[config.mk]
export PLATFORM = sky130hd
export DESIGN_NAME = hygienic_fork_mutex_node
export DESIGN_NICKNAME = d
export VERILOG_FILES = /design/src/design/hfmn_pkg.sv /design/src/design/hfmn_front.sv /design/src/design/hfmn_cmd_fifo.sv /design/src/design/hfmn_back.sv /design/src/design/hygienic_fork_mutex_node.sv
export SDC_FILE = /design/constraint.sdc
export NUM_CORES = 1
export LEC_CHECK = 0
export ABC_AREA = 1
export ABC_CLOCK_PERIOD_IN_PS = 4300
export BUFFER_PORTS_ARGS = -buffer_cell sky130_fd_sc_hd__buf_2
export CORE_MARGIN = 4
export CORE_UTILIZATION = 68
export DETAILED_ROUTE_END_ITERATION = 7
export PLACE_DENSITY_LB_ADDON = 0.1
export SETUP_SLACK_MARGIN = 0.1
export SYNTH_ARGS = -nofsm -noshare
export SYNTH_HDL_FRONTEND = slang
export SYNTH_SLANG_ARGS = --single-unit
[constraint.sdc]
create_clock -name clk -period 4.3 [get_ports clk]
set_input_delay 0.43 -clock clk [delete_from_list [all_inputs] [get_ports clk]]
set_output_delay 0.43 -clock clk [all_outputs]
set_load 0.005 [all_outputs]
[src/design/hfmn_pkg.sv]
// hfmn_pkg: field widths, codes and the command type shared by the fork mutex node
// no dependencies; imported by every module of the node

package hfmn_pkg;

  localparam int KIND_W     = 3;
  localparam int PEER_W     = 4;
  localparam int MSG_W      = 2;
  localparam int SELF_W     = 4;
  localparam int CNT_W      = 5;
  localparam int CFG_IDX_W  = 1;
  localparam int CFG_DATA_W = 5;
  localparam int Q_DEPTH    = 2;

  // input kinds
  localparam logic [KIND_W-1:0] KIND_INIT    = 3'd0;
  localparam logic [KIND_W-1:0] KIND_REQUEST = 3'd1;
  localparam logic [KIND_W-1:0] KIND_REPLY   = 3'd2;
  localparam logic [KIND_W-1:0] KIND_RELEASE = 3'd3;
  localparam logic [KIND_W-1:0] KIND_POLL    = 3'd4;
  localparam logic [KIND_W-1:0] KIND_FINISH  = 3'd5;

  // result message kinds
  localparam logic [MSG_W-1:0] MSG_STATUS  = 2'd0;
  localparam logic [MSG_W-1:0] MSG_REQUEST = 2'd1;
  localparam logic [MSG_W-1:0] MSG_REPLY   = 2'd2;

  // configuration register indexes
  localparam logic [CFG_IDX_W-1:0] CFG_SELF_ID    = 1'b0;
  localparam logic [CFG_IDX_W-1:0] CFG_NODE_COUNT = 1'b1;

  typedef enum logic [2:0] {
    OP_INIT,
    OP_REQ,
    OP_REP,
    OP_REL,
    OP_POLL,
    OP_FIN,
    OP_NOP,
    OP_BAD
  } op_t;

  typedef struct packed {
    op_t               op;
    logic [PEER_W-1:0] peer;
  } cmd_t;

endpackage

[src/design/hfmn_front.sv]
// hfmn_front: accepts input transfers and classifies them into commands
// depends on hfmn_pkg

module hfmn_front #(
  parameter int NW = 7
) (
  input  logic                          in_valid,
  output logic                          in_ready,
  input  logic [hfmn_pkg::KIND_W-1:0]   in_kind,
  input  logic [hfmn_pkg::PEER_W-1:0]   in_peer_id,
  input  logic [hfmn_pkg::SELF_W-1:0]   self_eff,
  input  logic [NW-1:0]                 count_eff,
  input  logic                          q_full,
  output logic                          q_push,
  output hfmn_pkg::cmd_t                q_cmd
);
  import hfmn_pkg::*;

  logic [NW-1:0] peer_w;
  logic          is_peer;

  assign in_ready = !q_full;
  assign q_push   = in_valid && !q_full;

  assign peer_w  = NW'(in_peer_id);
  assign is_peer = (peer_w != '0) && (peer_w < count_eff) && (in_peer_id != self_eff);

  always_comb begin
    q_cmd.peer = in_peer_id;
    case (in_kind)
      KIND_INIT:    q_cmd.op = OP_INIT;
      KIND_REQUEST: q_cmd.op = is_peer ? OP_REQ : OP_BAD;
      KIND_REPLY:   q_cmd.op = is_peer ? OP_REP : OP_BAD;
      KIND_RELEASE: q_cmd.op = OP_REL;
      KIND_POLL:    q_cmd.op = OP_POLL;
      KIND_FINISH:  q_cmd.op = OP_FIN;
      default:      q_cmd.op = OP_NOP;
    endcase
  end

endmodule

[src/design/hfmn_cmd_fifo.sv]
// hfmn_cmd_fifo: two-entry command queue between front and back
// depends on hfmn_pkg

module hfmn_cmd_fifo (
  input  logic           clk,
  input  logic           rst_n,
  input  logic           push,
  input  hfmn_pkg::cmd_t push_cmd,
  input  logic           pop,
  output hfmn_pkg::cmd_t pop_cmd,
  output logic           full,
  output logic           empty
);
  import hfmn_pkg::*;

  localparam int PW = $clog2(Q_DEPTH);
  localparam int CW = $clog2(Q_DEPTH + 1);

  cmd_t          q_r [Q_DEPTH];
  logic [PW-1:0] wr_ptr_r, wr_ptr_nxt;
  logic [PW-1:0] rd_ptr_r, rd_ptr_nxt;
  logic [CW-1:0] cnt_r, cnt_nxt;

  assign full    = (cnt_r == CW'(Q_DEPTH));
  assign empty   = (cnt_r == '0);
  assign pop_cmd = q_r[rd_ptr_r];

  always_comb begin
    wr_ptr_nxt = wr_ptr_r;
    rd_ptr_nxt = rd_ptr_r;
    cnt_nxt    = cnt_r;
    if (push) begin
      wr_ptr_nxt = (wr_ptr_r == PW'(Q_DEPTH - 1)) ? '0 : PW'(wr_ptr_r + 1'b1);
    end
    if (pop) begin
      rd_ptr_nxt = (rd_ptr_r == PW'(Q_DEPTH - 1)) ? '0 : PW'(rd_ptr_r + 1'b1);
    end
    if (push && !pop) begin
      cnt_nxt = CW'(cnt_r + 1'b1);
    end else if (pop && !push) begin
      cnt_nxt = CW'(cnt_r - 1'b1);
    end
  end

  always_ff @(posedge clk) begin
    if (!rst_n) begin
      wr_ptr_r <= '0;
      rd_ptr_r <= '0;
      cnt_r    <= '0;
    end else begin
      wr_ptr_r <= wr_ptr_nxt;
      rd_ptr_r <= rd_ptr_nxt;
      cnt_r    <= cnt_nxt;
    end
  end

  always_ff @(posedge clk) begin
    if (push) begin
      q_r[wr_ptr_r] <= push_cmd;
    end
  end

endmodule

[src/design/hfmn_back.sv]
// hfmn_back: holds the per-peer fork marks, runs commands and poll sweeps,
// and drives the result register; depends on hfmn_pkg

module hfmn_back #(
  parameter int MAX_NODES = 16,
  parameter int NW        = 7
) (
  input  logic                         clk,
  input  logic                         rst_n,
  input  logic [hfmn_pkg::SELF_W-1:0]  self_eff,
  input  logic [NW-1:0]                count_eff,
  input  logic                         q_empty,
  input  hfmn_pkg::cmd_t               q_cmd,
  output logic                         q_pop,
  output logic                         out_valid,
  input  logic                         out_ready,
  output logic [hfmn_pkg::MSG_W-1:0]   out_msg_kind,
  output logic [hfmn_pkg::PEER_W-1:0]  out_dest_node,
  output logic                         out_may_enter,
  output logic                         out_bad_peer,
  output logic                         out_last
);
  import hfmn_pkg::*;

  localparam int IW = $clog2(MAX_NODES);

  typedef enum logic [1:0] {
    ST_IDLE  = 2'b01,
    ST_SWEEP = 2'b10
  } state_t;

  state_t                 state_r, state_nxt;
  logic [NW-1:0]          cnt_r, cnt_nxt;
  logic [MAX_NODES-1:0]   holds_r, holds_nxt;
  logic [MAX_NODES-1:0]   dirty_r, dirty_nxt;
  logic [MAX_NODES-1:0]   asked_r, asked_nxt;
  logic [MAX_NODES-1:0]   sasked_r, sasked_nxt;
  logic                   fin_r, fin_nxt;

  logic [MAX_NODES-1:0]   peer_mask, hi_mask, lo_mask;
  logic [NW-1:0]          self_w, peer_w;
  logic [IW-1:0]          pidx, cur;
  logic                   in_range, is_self, hb, rq, out_free;

  logic                   emit;
  logic [MSG_W-1:0]       e_kind;
  logic [PEER_W-1:0]      e_dest;
  logic                   e_bad, e_last, may_nxt;

  logic                   out_valid_r, out_valid_nxt;
  logic [MSG_W-1:0]       out_kind_r;
  logic [PEER_W-1:0]      out_dest_r;
  logic                   out_may_r, out_bad_r, out_last_r;

  assign self_w = NW'(self_eff);
  assign peer_w = NW'(q_cmd.peer);
  assign pidx   = peer_w[IW-1:0];
  assign cur    = cnt_r[IW-1:0];

  // peer classes for the whole-table commands
  always_comb begin
    for (int i = 0; i < MAX_NODES; i++) begin
      peer_mask[i] = (i != 0) && (NW'(i) < count_eff) && (NW'(i) != self_w);
      hi_mask[i]   = (NW'(i) > self_w) && (NW'(i) < count_eff);
      lo_mask[i]   = (i != 0) && (NW'(i) < self_w) && (NW'(i) < count_eff);
    end
  end

  assign out_free = !out_valid_r || out_ready;
  assign in_range = cnt_r < count_eff;
  assign is_self  = cnt_r == self_w;
  assign hb       = asked_r[cur] && holds_r[cur] && (dirty_r[cur] || fin_r);
  assign rq       = !fin_r && !holds_r[cur] && !sasked_r[cur];

  always_comb begin
    state_nxt  = state_r;
    cnt_nxt    = cnt_r;
    holds_nxt  = holds_r;
    dirty_nxt  = dirty_r;
    asked_nxt  = asked_r;
    sasked_nxt = sasked_r;
    fin_nxt    = fin_r;
    q_pop      = 1'b0;
    emit       = 1'b0;
    e_kind     = MSG_STATUS;
    e_dest     = '0;
    e_bad      = 1'b0;
    e_last     = 1'b0;
    case (state_r)
      ST_IDLE: begin
        if (!q_empty) begin
          if (q_cmd.op == OP_POLL) begin
            q_pop     = 1'b1;
            cnt_nxt   = NW'(1);
            state_nxt = ST_SWEEP;
          end else if (out_free) begin
            q_pop  = 1'b1;
            emit   = 1'b1;
            e_last = 1'b1;
            case (q_cmd.op)
              OP_INIT: begin
                holds_nxt  = hi_mask;
                dirty_nxt  = hi_mask;
                asked_nxt  = lo_mask;
                sasked_nxt = '0;
                fin_nxt    = 1'b0;
              end
              OP_REQ: asked_nxt[pidx] = 1'b1;
              OP_REP: begin
                holds_nxt[pidx]  = 1'b1;
                dirty_nxt[pidx]  = 1'b0;
                sasked_nxt[pidx] = 1'b0;
              end
              OP_REL: dirty_nxt = dirty_r | peer_mask;
              OP_FIN: fin_nxt = 1'b1;
              OP_BAD: e_bad = 1'b1;
              default: ;
            endcase
          end
        end
      end
      ST_SWEEP: begin
        if (!in_range) begin
          if (out_free) begin
            emit      = 1'b1;
            e_last    = 1'b1;
            state_nxt = ST_IDLE;
          end
        end else if (is_self) begin
          cnt_nxt = NW'(cnt_r + 1'b1);
        end else if (hb) begin
          // hand the fork back; the same peer is looked at again next cycle
          if (out_free) begin
            emit           = 1'b1;
            e_kind         = MSG_REPLY;
            e_dest         = cnt_r[PEER_W-1:0];
            holds_nxt[cur] = 1'b0;
            dirty_nxt[cur] = 1'b0;
            asked_nxt[cur] = 1'b0;
          end
        end else if (rq) begin
          if (out_free) begin
            emit            = 1'b1;
            e_kind          = MSG_REQUEST;
            e_dest          = cnt_r[PEER_W-1:0];
            sasked_nxt[cur] = 1'b1;
            cnt_nxt         = NW'(cnt_r + 1'b1);
          end
        end else begin
          cnt_nxt = NW'(cnt_r + 1'b1);
        end
      end
      default: state_nxt = ST_IDLE;
    endcase
  end

  // entry rule on the marks as they stand after this result
  assign may_nxt = &(~peer_mask | (holds_nxt & (~dirty_nxt | ~asked_nxt)));

  assign out_valid_nxt = emit ? 1'b1 : (out_ready ? 1'b0 : out_valid_r);

  always_ff @(posedge clk) begin
    if (!rst_n) begin
      state_r     <= ST_IDLE;
      cnt_r       <= '0;
      holds_r     <= '0;
      dirty_r     <= '0;
      asked_r     <= '0;
      sasked_r    <= '0;
      fin_r       <= 1'b0;
      out_valid_r <= 1'b0;
    end else begin
      state_r     <= state_nxt;
      cnt_r       <= cnt_nxt;
      holds_r     <= holds_nxt;
      dirty_r     <= dirty_nxt;
      asked_r     <= asked_nxt;
      sasked_r    <= sasked_nxt;
      fin_r       <= fin_nxt;
      out_valid_r <= out_valid_nxt;
    end
  end

  always_ff @(posedge clk) begin
    if (emit) begin
      out_kind_r <= e_kind;
      out_dest_r <= e_dest;
      out_may_r  <= may_nxt;
      out_bad_r  <= e_bad;
      out_last_r <= e_last;
    end
  end

  assign out_valid     = out_valid_r;
  assign out_msg_kind  = out_kind_r;
  assign out_dest_node = out_dest_r;
  assign out_may_enter = out_may_r;
  assign out_bad_peer  = out_bad_r;
  assign out_last      = out_last_r;

endmodule

[src/design/hygienic_fork_mutex_node.sv]
// an item goes through the command queue and then the result register to its first result
// throughput: one non-poll item per cycle while the result register is free; a poll holds the
// back end for its whole sweep, which looks at peers one at a time from 1 upward and looks at
// a peer again after handing its fork back; a full result register stalls the sweep
// reset: synchronous active-low; all fork marks and finished clear, self_id 1, node_count 2
// depends on hfmn_pkg, hfmn_front, hfmn_cmd_fifo, hfmn_back

module hygienic_fork_mutex_node #(
  parameter int MAX_NODES = 16
) (
  input  logic                             clk,
  input  logic                             rst_n,
  input  logic                             in_valid,
  output logic                             in_ready,
  input  logic [hfmn_pkg::KIND_W-1:0]      in_kind,
  input  logic [hfmn_pkg::PEER_W-1:0]      in_peer_id,
  output logic                             out_valid,
  input  logic                             out_ready,
  output logic [hfmn_pkg::MSG_W-1:0]       out_msg_kind,
  output logic [hfmn_pkg::PEER_W-1:0]      out_dest_node,
  output logic                             out_may_enter,
  output logic                             out_bad_peer,
  output logic                             out_last,
  input  logic                             cfg_we,
  input  logic [hfmn_pkg::CFG_IDX_W-1:0]   cfg_index,
  input  logic [hfmn_pkg::CFG_DATA_W-1:0]  cfg_wdata
);
  import hfmn_pkg::*;

  localparam int NW = (CNT_W > $clog2(MAX_NODES + 1)) ? CNT_W : $clog2(MAX_NODES + 1);

  logic [SELF_W-1:0] self_eff_r;
  logic [NW-1:0]     count_eff_r;
  logic [SELF_W-1:0] self_wr;
  logic [NW-1:0]     count_wr;

  logic q_push, q_pop, q_full, q_empty;
  cmd_t push_cmd, pop_cmd;

  // registers hold the effective values: self 0 reads as 1, count is capped
  assign self_wr  = cfg_wdata[SELF_W-1:0];
  assign count_wr = NW'(cfg_wdata[CNT_W-1:0]);

  always_ff @(posedge clk) begin
    if (!rst_n) begin
      self_eff_r  <= SELF_W'(1);
      count_eff_r <= NW'(2);
    end else if (cfg_we) begin
      case (cfg_index)
        CFG_SELF_ID:    self_eff_r  <= (self_wr == '0) ? SELF_W'(1) : self_wr;
        CFG_NODE_COUNT: count_eff_r <= (count_wr > NW'(MAX_NODES)) ? NW'(MAX_NODES)
                                                                   : count_wr;
        default: ;
      endcase
    end
  end

  hfmn_front #(
    .NW(NW)
  ) u_front (
    .in_valid   (in_valid),
    .in_ready   (in_ready),
    .in_kind    (in_kind),
    .in_peer_id (in_peer_id),
    .self_eff   (self_eff_r),
    .count_eff  (count_eff_r),
    .q_full     (q_full),
    .q_push     (q_push),
    .q_cmd      (push_cmd)
  );

  hfmn_cmd_fifo u_fifo (
    .clk      (clk),
    .rst_n    (rst_n),
    .push     (q_push),
    .push_cmd (push_cmd),
    .pop      (q_pop),
    .pop_cmd  (pop_cmd),
    .full     (q_full),
    .empty    (q_empty)
  );

  hfmn_back #(
    .MAX_NODES(MAX_NODES),
    .NW       (NW)
  ) u_back (
    .clk           (clk),
    .rst_n         (rst_n),
    .self_eff      (self_eff_r),
    .count_eff     (count_eff_r),
    .q_empty       (q_empty),
    .q_cmd         (pop_cmd),
    .q_pop         (q_pop),
    .out_valid     (out_valid),
    .out_ready     (out_ready),
    .out_msg_kind  (out_msg_kind),
    .out_dest_node (out_dest_node),
    .out_may_enter (out_may_enter),
    .out_bad_peer  (out_bad_peer),
    .out_last      (out_last)
  );

endmodule

==> summary.md, run 1 <==
| Metric | Value |
|---|---|
| Outcome | `finished, violations left` |
| Failing checks | `DRC` |
| Hold wc startpoint | `cfg_wdata[1]` |
| Synthesized Nets | `1318` |
| Max_cap viols | `0` |
| Setup Buffers After CTS | `0` |
| Max stage delay on crit path | `0.68 ns` |
| Insertion delay to the later sink of the worst-skew pair | `0.38 ns` |
| Finished Core Util | `73.7%` |
| Endpoints failing setup | `0` |
| EDFF count, synth | `23` |
| Pin count of the biggest net entering global routing | `60` |
| Compound-Gate Fraction of Synth Area | `20.7%` |
| Area grow syn2layout | `6.04%` |
| I/O pin count | `29` |
| Vias/cell | `6.45` |
| Reg clk slew, reported paths | `0.08 ns` |
| R2R Setup Slk | `0.78 ns` |
| Diode count | `0` |
| Initial antenna violation count | `0` |
| TritonCTS clock tree | `yes` |
| Chip height | `116 um` |
| Mux cell area share after synthesis | `0%` |
| Pwr Density | `522 nW/um2` |
| Syn. warnings | `0` |
| Vias in the first global route | `8463` |
| FF-to-FF Start | `u_back.cnt_r[0]` |
| Crit. End Element | `flop` |
| CTS Buffer Depth | `2` |
| Vias | `9249` |
| Avg WL per Cell | `20.3 um` |
| XOR/XNOR share of the synthesized area | `0.662%` |
| Ys async rst share | `0%` |
| Pre-Repair DR Iteration Count | `8` |
| Input/output buffers | `28` |
| Post-synth design cell area | `7940 um2` |
| Grt ovf | `0` |
| Largest family of logic cells by synthesized area | `simple AND/OR/NAND/NOR gates` |
| Place WS | `0.997 ns` |
| Die footprint | `13500 um2` |
| Arr. time, crit path | `3.76 ns` |
| Crit path time final | `3.52 ns` |
| R2R Path End | `u_back.out_may_enter` |
| Max Fclk | `284 MHz` |
| Netlist cell types | `53` |
| Crit Path Category | `reg2reg` |
| Slew Limit Fails | `0` |
| Hold Vio Cnt, Final | `0` |
| Num CTS Buffers | `9` |
| CTS Sinks | `110` |
| Placed Instances | `1419` |
| Post-Synth Adder-Cell Area | `2.21%` |
| Final WS setup | `0.781 ns` |
| Maximum vdd drop | `589 uV` |
| WP data required | `4.54 ns` |
| GP Congestion | `1.03` |
| Final-layout fill cell count | `933` |
| Crit path max fanout | `36` |
| Critical Path Slowest Stage Cell | `nor2_1` |
| Simple-gate area share of the yosys netlist | `34.0%` |
| H-tree lvl count | `3` |
| Critical path startpoint category | `flop` |
| Mean Syn Cell Area | `6.17 um2` |
| Leak Pwr | `0.00375 uW` |
| Primary FF master, synth | `dfxtp_1` |
| Seq cells post-synth | `110` |
| Hold path cells | `3` |
| First-pass GRT wire length | `44.8 mm` |
| Core ar. | `11400 um2` |
| Register area | `2430 um2` |
| Row count | `39` |
| Post-route ant nets | `0` |
| Post-Synthesis Cells | `1286` |
| Post-DP HPWL | `21.1 mm` |
| Nets | `1319` |
| Post-CTS sizing | `0` |
| Critical path cell sequence | `buf_4, inv_2, nand2_1, nand3_1, nand2_1, nand2_1, nand2_1, nor2_1, nor2_1, nand4_1, nand2_1, nand3_1, nand2_1, nand2_1, nand2_1, nand2_1, nand2_1, nand2_1, nor2_1, nand2_1, nor2_1` |
| Total power draw | `4390 uW` |
| Most frequent CP cell | `nand2_1` |
| Sequential-to-total area share from yosys stat | `30.7%` |
| CP bufs+invs | `2` |
| Least-Margin Pin Slew | `1.21 ns` |
| Clock root buffer | `clkbuf_16` |
| Hold Crit Class | `in2reg` |
| Hold-fix buffers, CTS | `0` |
| Tcrit/Tclk final | `81.8%` |
| Multi-input combinational cell area | `4570 um2` |
| Clock Skews | `0.00902 ns` |
| RSZ-0062 raised after global routing | `no` |
| Effective utilization at floorplan | `69.5%` |
| Gr usage total | `43.5%` |
| Layout cells sized above 1 | `8.20%` |
| Min-Delay Endpoint | `count_eff_r[1]` |
| DRC violations left | `7` |
| FF-to-FF path depth | `21` |
| Delay-heaviest family, CP | `simple AND/OR/NAND/NOR gates` |
| Slew headroom | `19.5%` |
| Setup tns final | `0 ns` |
| 1st-iter DRT viols | `1716` |
| Width of the die | `116 um` |
| Finished Layout Cells | `1435` |
| Final wirelength | `29.1 mm` |
==> kinds of logic (layout without fill, tap and decap cells) <==
kind of cell,after synthesis,count (layout)
AOI/OAI and AO/OA,288,288
xor gates and xnor gates,6,6
adders and majority gates,14,14
buffers and inverters,222,228
DFF,110,110
and+or+nand+nor,646,646
==> worst min-delay path: stages <==
cell     delay (ns)
buf_2          0.11
a22oi_1        0.06
nand2_1        0.05
==> area by class of cell <==
class | count | share of cell area, %
Timing Repair Buffer | 44 | 3.24
Tap cell | 143 | 2.13
Clock buffer | 9 | 2.68
Clock inverter | 7 | 1.23
Multi-Input combinational cell | 954 | 54.3
Inverter | 168 | 7.49
Sequential cell | 110 | 28.9
==> stage by stage <==
| stage | hold WS [ns] | area (um2) |
|---|---|---|
| after floorplan | 0.412 | 7940 |
| after global placement | 0.422 | 8090 |
| after detailed placement | 0.432 | 8090 |
| after CTS | 0.301 | 8410 |
| after global routing | 0.319 | 8410 |
| final | 0.303 | 8410 |
==> power breakdown <==
group	switching, uW	total [uW]	internal, uW	leakage (uW)
Clock	443	963	520	0.000155
Sequential	122	1340	1210	0.000923
Combinational	1530	2090	563	0.00267
==> how the worst max path moves through the flow <==
stage	from	to	slack, ns	depth (start not counted)
6_report	u_back.cnt_r[0]	u_back.out_may_enter	0.78	21
5_1_grt	u_back.cnt_r[0]	u_back.out_may_enter	0.59	21
4_1_cts	u_back.cnt_r[0]	u_back.out_may_enter	0.98	21
3_5_place_dp	u_back.cnt_r[0]	u_back.out_may_enter	1.0	21
2_1_floorplan	count_eff_r[4]	u_back.out_bad_peer	1.78	12
3_3_place_gp	flop	u_back.out_may_enter	1.06	17
==> registers in the layout, indices dropped and copies added, names as in the netlist, 2 cells and up, named ones only <==
signal                count
count_eff_r               5
u_fifo.cnt_r              2
u_fifo.q_r               14
u_back.asked_r           15
u_back.holds_r           15
u_back.cnt_r              5
u_back.dirty_r           15
self_eff_r                4
u_back.out_msg_kind       2
u_back.out_dest_node      4
u_back.sasked_r          16
u_back.state_r            2
==> cell usage in the layout (no fill, tap or decap), drive strengths merged, types with 5 or more instances in the layout <==
cell type,Yosys,routed
dfxtp,87,87
a22oi,7,7
o311a,6,6
nor3,15,15
clkbuf,24,9
a31oi,10,10
o31ai,8,8
nand3,73,73
o21ai,125,125
nand4,19,19
buf,30,44
o211ai,18,18
nand2,388,388
nor2,140,140
a21oi,99,99
inv,168,171
xnor2,5,5
ha,14,14
edfxtp,23,23
==> Yosys cell counts (2+ instances only) <==
master     number  area share, %
nand2_1       382             18
inv_1         151            7.1
nor2_1        129            6.1
a21oi_1        96            6.1
dfxtp_1        87             22
o21ai_0        86            5.4
nand3_1        72            4.5
o21ai_1        37            2.3
clkbuf_1       23            1.1
edfxtp_1       23            8.7
nand4_1        18            1.4
o211ai_1       18            1.7
inv_2          17           0.80
buf_2          15           0.95
ha_1           14            2.2
nor3_1         13           0.82
a31oi_1        10           0.79
nor2_2          8           0.63
o31ai_1         8           0.76
a22oi_1         7           0.66
buf_4           6           0.57
buf_6           6           0.85
nand2_2         6           0.47
o311a_1         6           0.76
xnor2_1         5           0.55
a211oi_1        3           0.28
nor2_4          3           0.43
nor4_1          3           0.24
a21oi_2         2           0.22
and3_1          2           0.16
buf_1           2          0.095
nor3b_1         2           0.19
o2111ai_1       2           0.22
o21bai_1        2           0.19
o221ai_1        2           0.22
o22ai_1         2           0.16
or2_2           2           0.16
==> per-layer routing <==
layer | vias to the layer above | share of wire (%) | track usage (%) | wire length, um
met5 | - | 0 | 0 | 0
met4 | 0 | 5.5 | 20.3 | 1600
met3 | 170 | 16 | 15.0 | 4560
met2 | 821 | 42 | 65.6 | 12200
met1 | 4044 | 37 | 56.0 | 10800
li1 | 4214 | - | - | -
Note: power is estimated with default switching activity, not from simulation.
==> run 2, diff against run 1 <==
--- a/config.mk
+++ b/config.mk
@@ -6,10 +6,10 @@
 export NUM_CORES = 1
 export LEC_CHECK = 0
 export ABC_AREA = 1
-export ABC_CLOCK_PERIOD_IN_PS = 4300
+export ABC_CLOCK_PERIOD_IN_PS = 3400
 export BUFFER_PORTS_ARGS = -buffer_cell sky130_fd_sc_hd__buf_2
 export CORE_MARGIN = 4
-export CORE_UTILIZATION = 68
+export CORE_UTILIZATION = 63
 export DETAILED_ROUTE_END_ITERATION = 7
 export PLACE_DENSITY_LB_ADDON = 0.1
 export SETUP_SLACK_MARGIN = 0.1
==> constraint.sdc (replaced) <==
create_clock -name clk -period 3.4 [get_ports clk]
set_input_delay 0.34 -clock clk [delete_from_list [all_inputs] [get_ports clk]]
set_output_delay 0.34 -clock clk [all_outputs]
set_load 0.005 [all_outputs]
==> run 2 against run 1 <==
The flow now finishes without violations. Worst setup slack lost 0.50 ns. Sequential cell count is the same. Sequential share of layout area shrank 0.23 points. Cell count grew 2.6%.
==> summary.md, run 2 (same netlist as run 1, synthesis figures left out) <==
| Metric | Value |
|---|---|
| Clock root buffer | `clkbuf_16` |
| Diode count | `0 (unchanged)` |
| Max_cap viols | `0 (unchanged)` |
| Max Fclk | `321 MHz (+13%)` |
| Area after DPL | `8200 um2 (+1.4%)` |
| Pwr Density | `644 nW/um2 (+23%)` |
| Vias | `9049 (-2.2%)` |
| Hold-fix buffers, CTS | `0 (unchanged)` |
| DRC violations left | `0 (-7)` |
| R2R Setup Slk | `0.28 ns (-0.50 ns)` |
| CTS Sinks | `110 (unchanged)` |
| Hold Vio Cnt, Final | `0 (unchanged)` |
| Multi-input combinational cell area | `4580 um2 (+0.11%)` |
| Hold WS | `0.209 ns (-0.0940 ns)` |
| CTS Buffer Depth | `2 (unchanged)` |
| Least-Margin Pin Slew | `1.19 ns (-0.0213 ns)` |
| Initial antenna violation count | `0 (unchanged)` |
| Crit Path Category | `reg2reg` |
| GP Congestion | `1.11 (+7.7%)` |
| H-tree lvl count | `3 (unchanged)` |
| Most common cell after layout, fill and taps aside | `nand2_1` |
| Endpoints failing setup | `0 (unchanged)` |
| Post-route ant nets | `0 (unchanged)` |
| Crit path max fanout | `14 (-61%)` |
| Layout cells sized above 1 | `9.27% (+1.1 points)` |
| Min-Delay Endpoint | `u_fifo.q_r[1][0]` |
| First-pass GRT wire length | `45.3 mm (+1.2%)` |
| Hold Crit Class | `in2reg` |
| WP data required | `3.54 ns (-1.00 ns)` |
| I/O pin count | `29 (unchanged)` |
| Area grow syn2layout | `6.94%` |
| Finished Core Util | `69.8% (-3.9 points)` |
| Input/output buffers | `28 (unchanged)` |
| RSZ-0062 raised after global routing | `no` |
| Die footprint | `14500 um2 (+7.4%)` |
| Crit. End Element | `flop` |
| Nets | `1332 (+0.99%)` |
| Avg WL per Cell | `19.8 um (-2.2%)` |
| Post-DP HPWL | `21.4 mm (+1.5%)` |
| Setup Buffers After CTS | `0 (unchanged)` |
| Hold path cells | `1 (-2)` |
| Final WS setup | `0.281 ns (-0.500 ns)` |
| Critical path startpoint category | `flop` |
| Insertion delay to the later sink of the worst-skew pair | `0.37 ns (about the same)` |
| TritonCTS clock tree | `yes` |
| Slew Limit Fails | `0 (unchanged)` |
| FF-to-FF path depth | `15 (-29%)` |
| Pin count of the biggest net entering global routing | `60 (unchanged)` |
| Gr usage total | `40.6% (-2.9 points)` |
| Slew headroom | `20.9% (+1.4 points)` |
| Maximum vdd drop | `505 uV (-14%)` |
| Effective utilization at floorplan | `65.2% (-4.2 points)` |
| Place WS | `0.128 ns (-0.869 ns)` |
| Leak Pwr | `0.00379 uW (+1.1%)` |
| Hold wc startpoint | `in_peer_id[0]` |
| Register area | `2430 um2 (about the same)` |
| 1st-iter DRT viols | `1524 (-11%)` |
| Final wirelength | `29.2 mm (+0.38%)` |
| Fin area | `8490 um2 (+0.85%)` |
| Grt ovf | `0 (unchanged)` |
| Max reg flops | `16 (unchanged)` |
| Pre-Repair DR Iteration Count | `8 (unchanged)` |
| Top reg by flops | `u_back.sasked_r` |
| Post-CTS sizing | `0 (unchanged)` |
| Reg clk slew, reported paths | `0.09 ns (about the same)` |
| Setup tns final | `0 ns (unchanged)` |
| Most frequent cells in the layout | `nand2_1 (381), inv_1 (151), nor2_1 (128), a21oi_1 (96)` |
| Vias/cell | `6.14 (-4.7%)` |
| Crit path time final | `3.12 ns (-0.400 ns)` |
| Clock Skews | `0.0137 ns (+0.00464 ns)` |
| Tcrit/Tclk final | `91.7% (+9.9 points)` |
| Width of the die | `120 um (+3.6%)` |
| Core ar. | `12200 um2 (+6.5%)` |
| Arr. time, crit path | `3.26 ns (-0.50 ns)` |
| Final-layout fill cell count | `1110 (+19%)` |
| Chip height | `120 um (+3.6%)` |
| Num CTS Buffers | `9 (unchanged)` |
| R2R Path End | `u_back.out_may_enter` |
| Outcome | `finished, final reports clean` |
| Vias in the first global route | `8293 (-2.0%)` |
| Row count | `40 (+2.6%)` |
run 2: cell count changes in the layout (fill, tap and decap cells not counted), sizes merged:
cell | before | now
clkinvlp | 2 | 0
inv | 171 | 169
clkbuf | 9 | 10
bufinv | 2 | 0
buf | 44 | 57
clkinv | 0 | 5
run 2: final cells by class:
type,count,share of cell area (%)
multi-input combinational,954,53.9
clock inverter,6,0.575
tap,168,2.48
timing repair buffer,57,4.22
sequential,110,28.7
clock buffer,10,2.70
inverter,168,7.43
run 2: worst max path at each step:
| stage | startpoint | to | slack [ns] | cells after the start |
|---|---|---|---|---|
| floorplan | count_eff_r[4] | u_back.out_bad_peer | 0.88 | 12 |
| global placement | flop | u_back.out_may_enter | 0.13 | 13 |
| global route | flop | u_back.out_may_enter | 0.15 | 15 |
| CTS | flop | u_back.out_may_enter | 0.12 | 13 |
| detailed placement | flop | u_back.out_may_enter | 0.13 | 13 |
| finish | flop | u_back.out_may_enter | 0.28 | 15 |
run 2: through the flow:
step	total power, uW	std cells
2_1_floorplan	3430	1286
3_3_place_gp	4260	1457
3_5_place_dp	4290	1457
4_1_cts	5330	1473
5_1_grt	5720	1473
6_report	5460	1473
run 2: report_power, final:
| part | internal [uW] | switching, uW |
|---|---|---|
| clock network | 506 | 551 |
| logic | 736 | 2000 |
| registers | 1540 | 137 |
| total | 2780 | 2690 |
run 2: routing by layer:
metal,routed length (um),track usage [%],part of all wire [%]
met2,11900,58.0,41
met4,1920,23.7,6.6
met3,4140,12.6,14
met5,0,0,0
met1,11200,54.1,38
run 2: critical path: stages (launching register included):
cell and delay (ns):
dfxtp_2 0.49, nor2_1 0.10, a21oi_2 0.22, inv_1 0.11, nor2_1 0.19, inv_1 0.07, nor2_2 0.40, inv_1 0.23
a21oi_1 0.17, a21oi_1 0.09, a21oi_1 0.20, nand2_1 0.08, a21oi_1 0.29, nor2_1 0.10, nand2_1 0.09, nor2_1 0.05
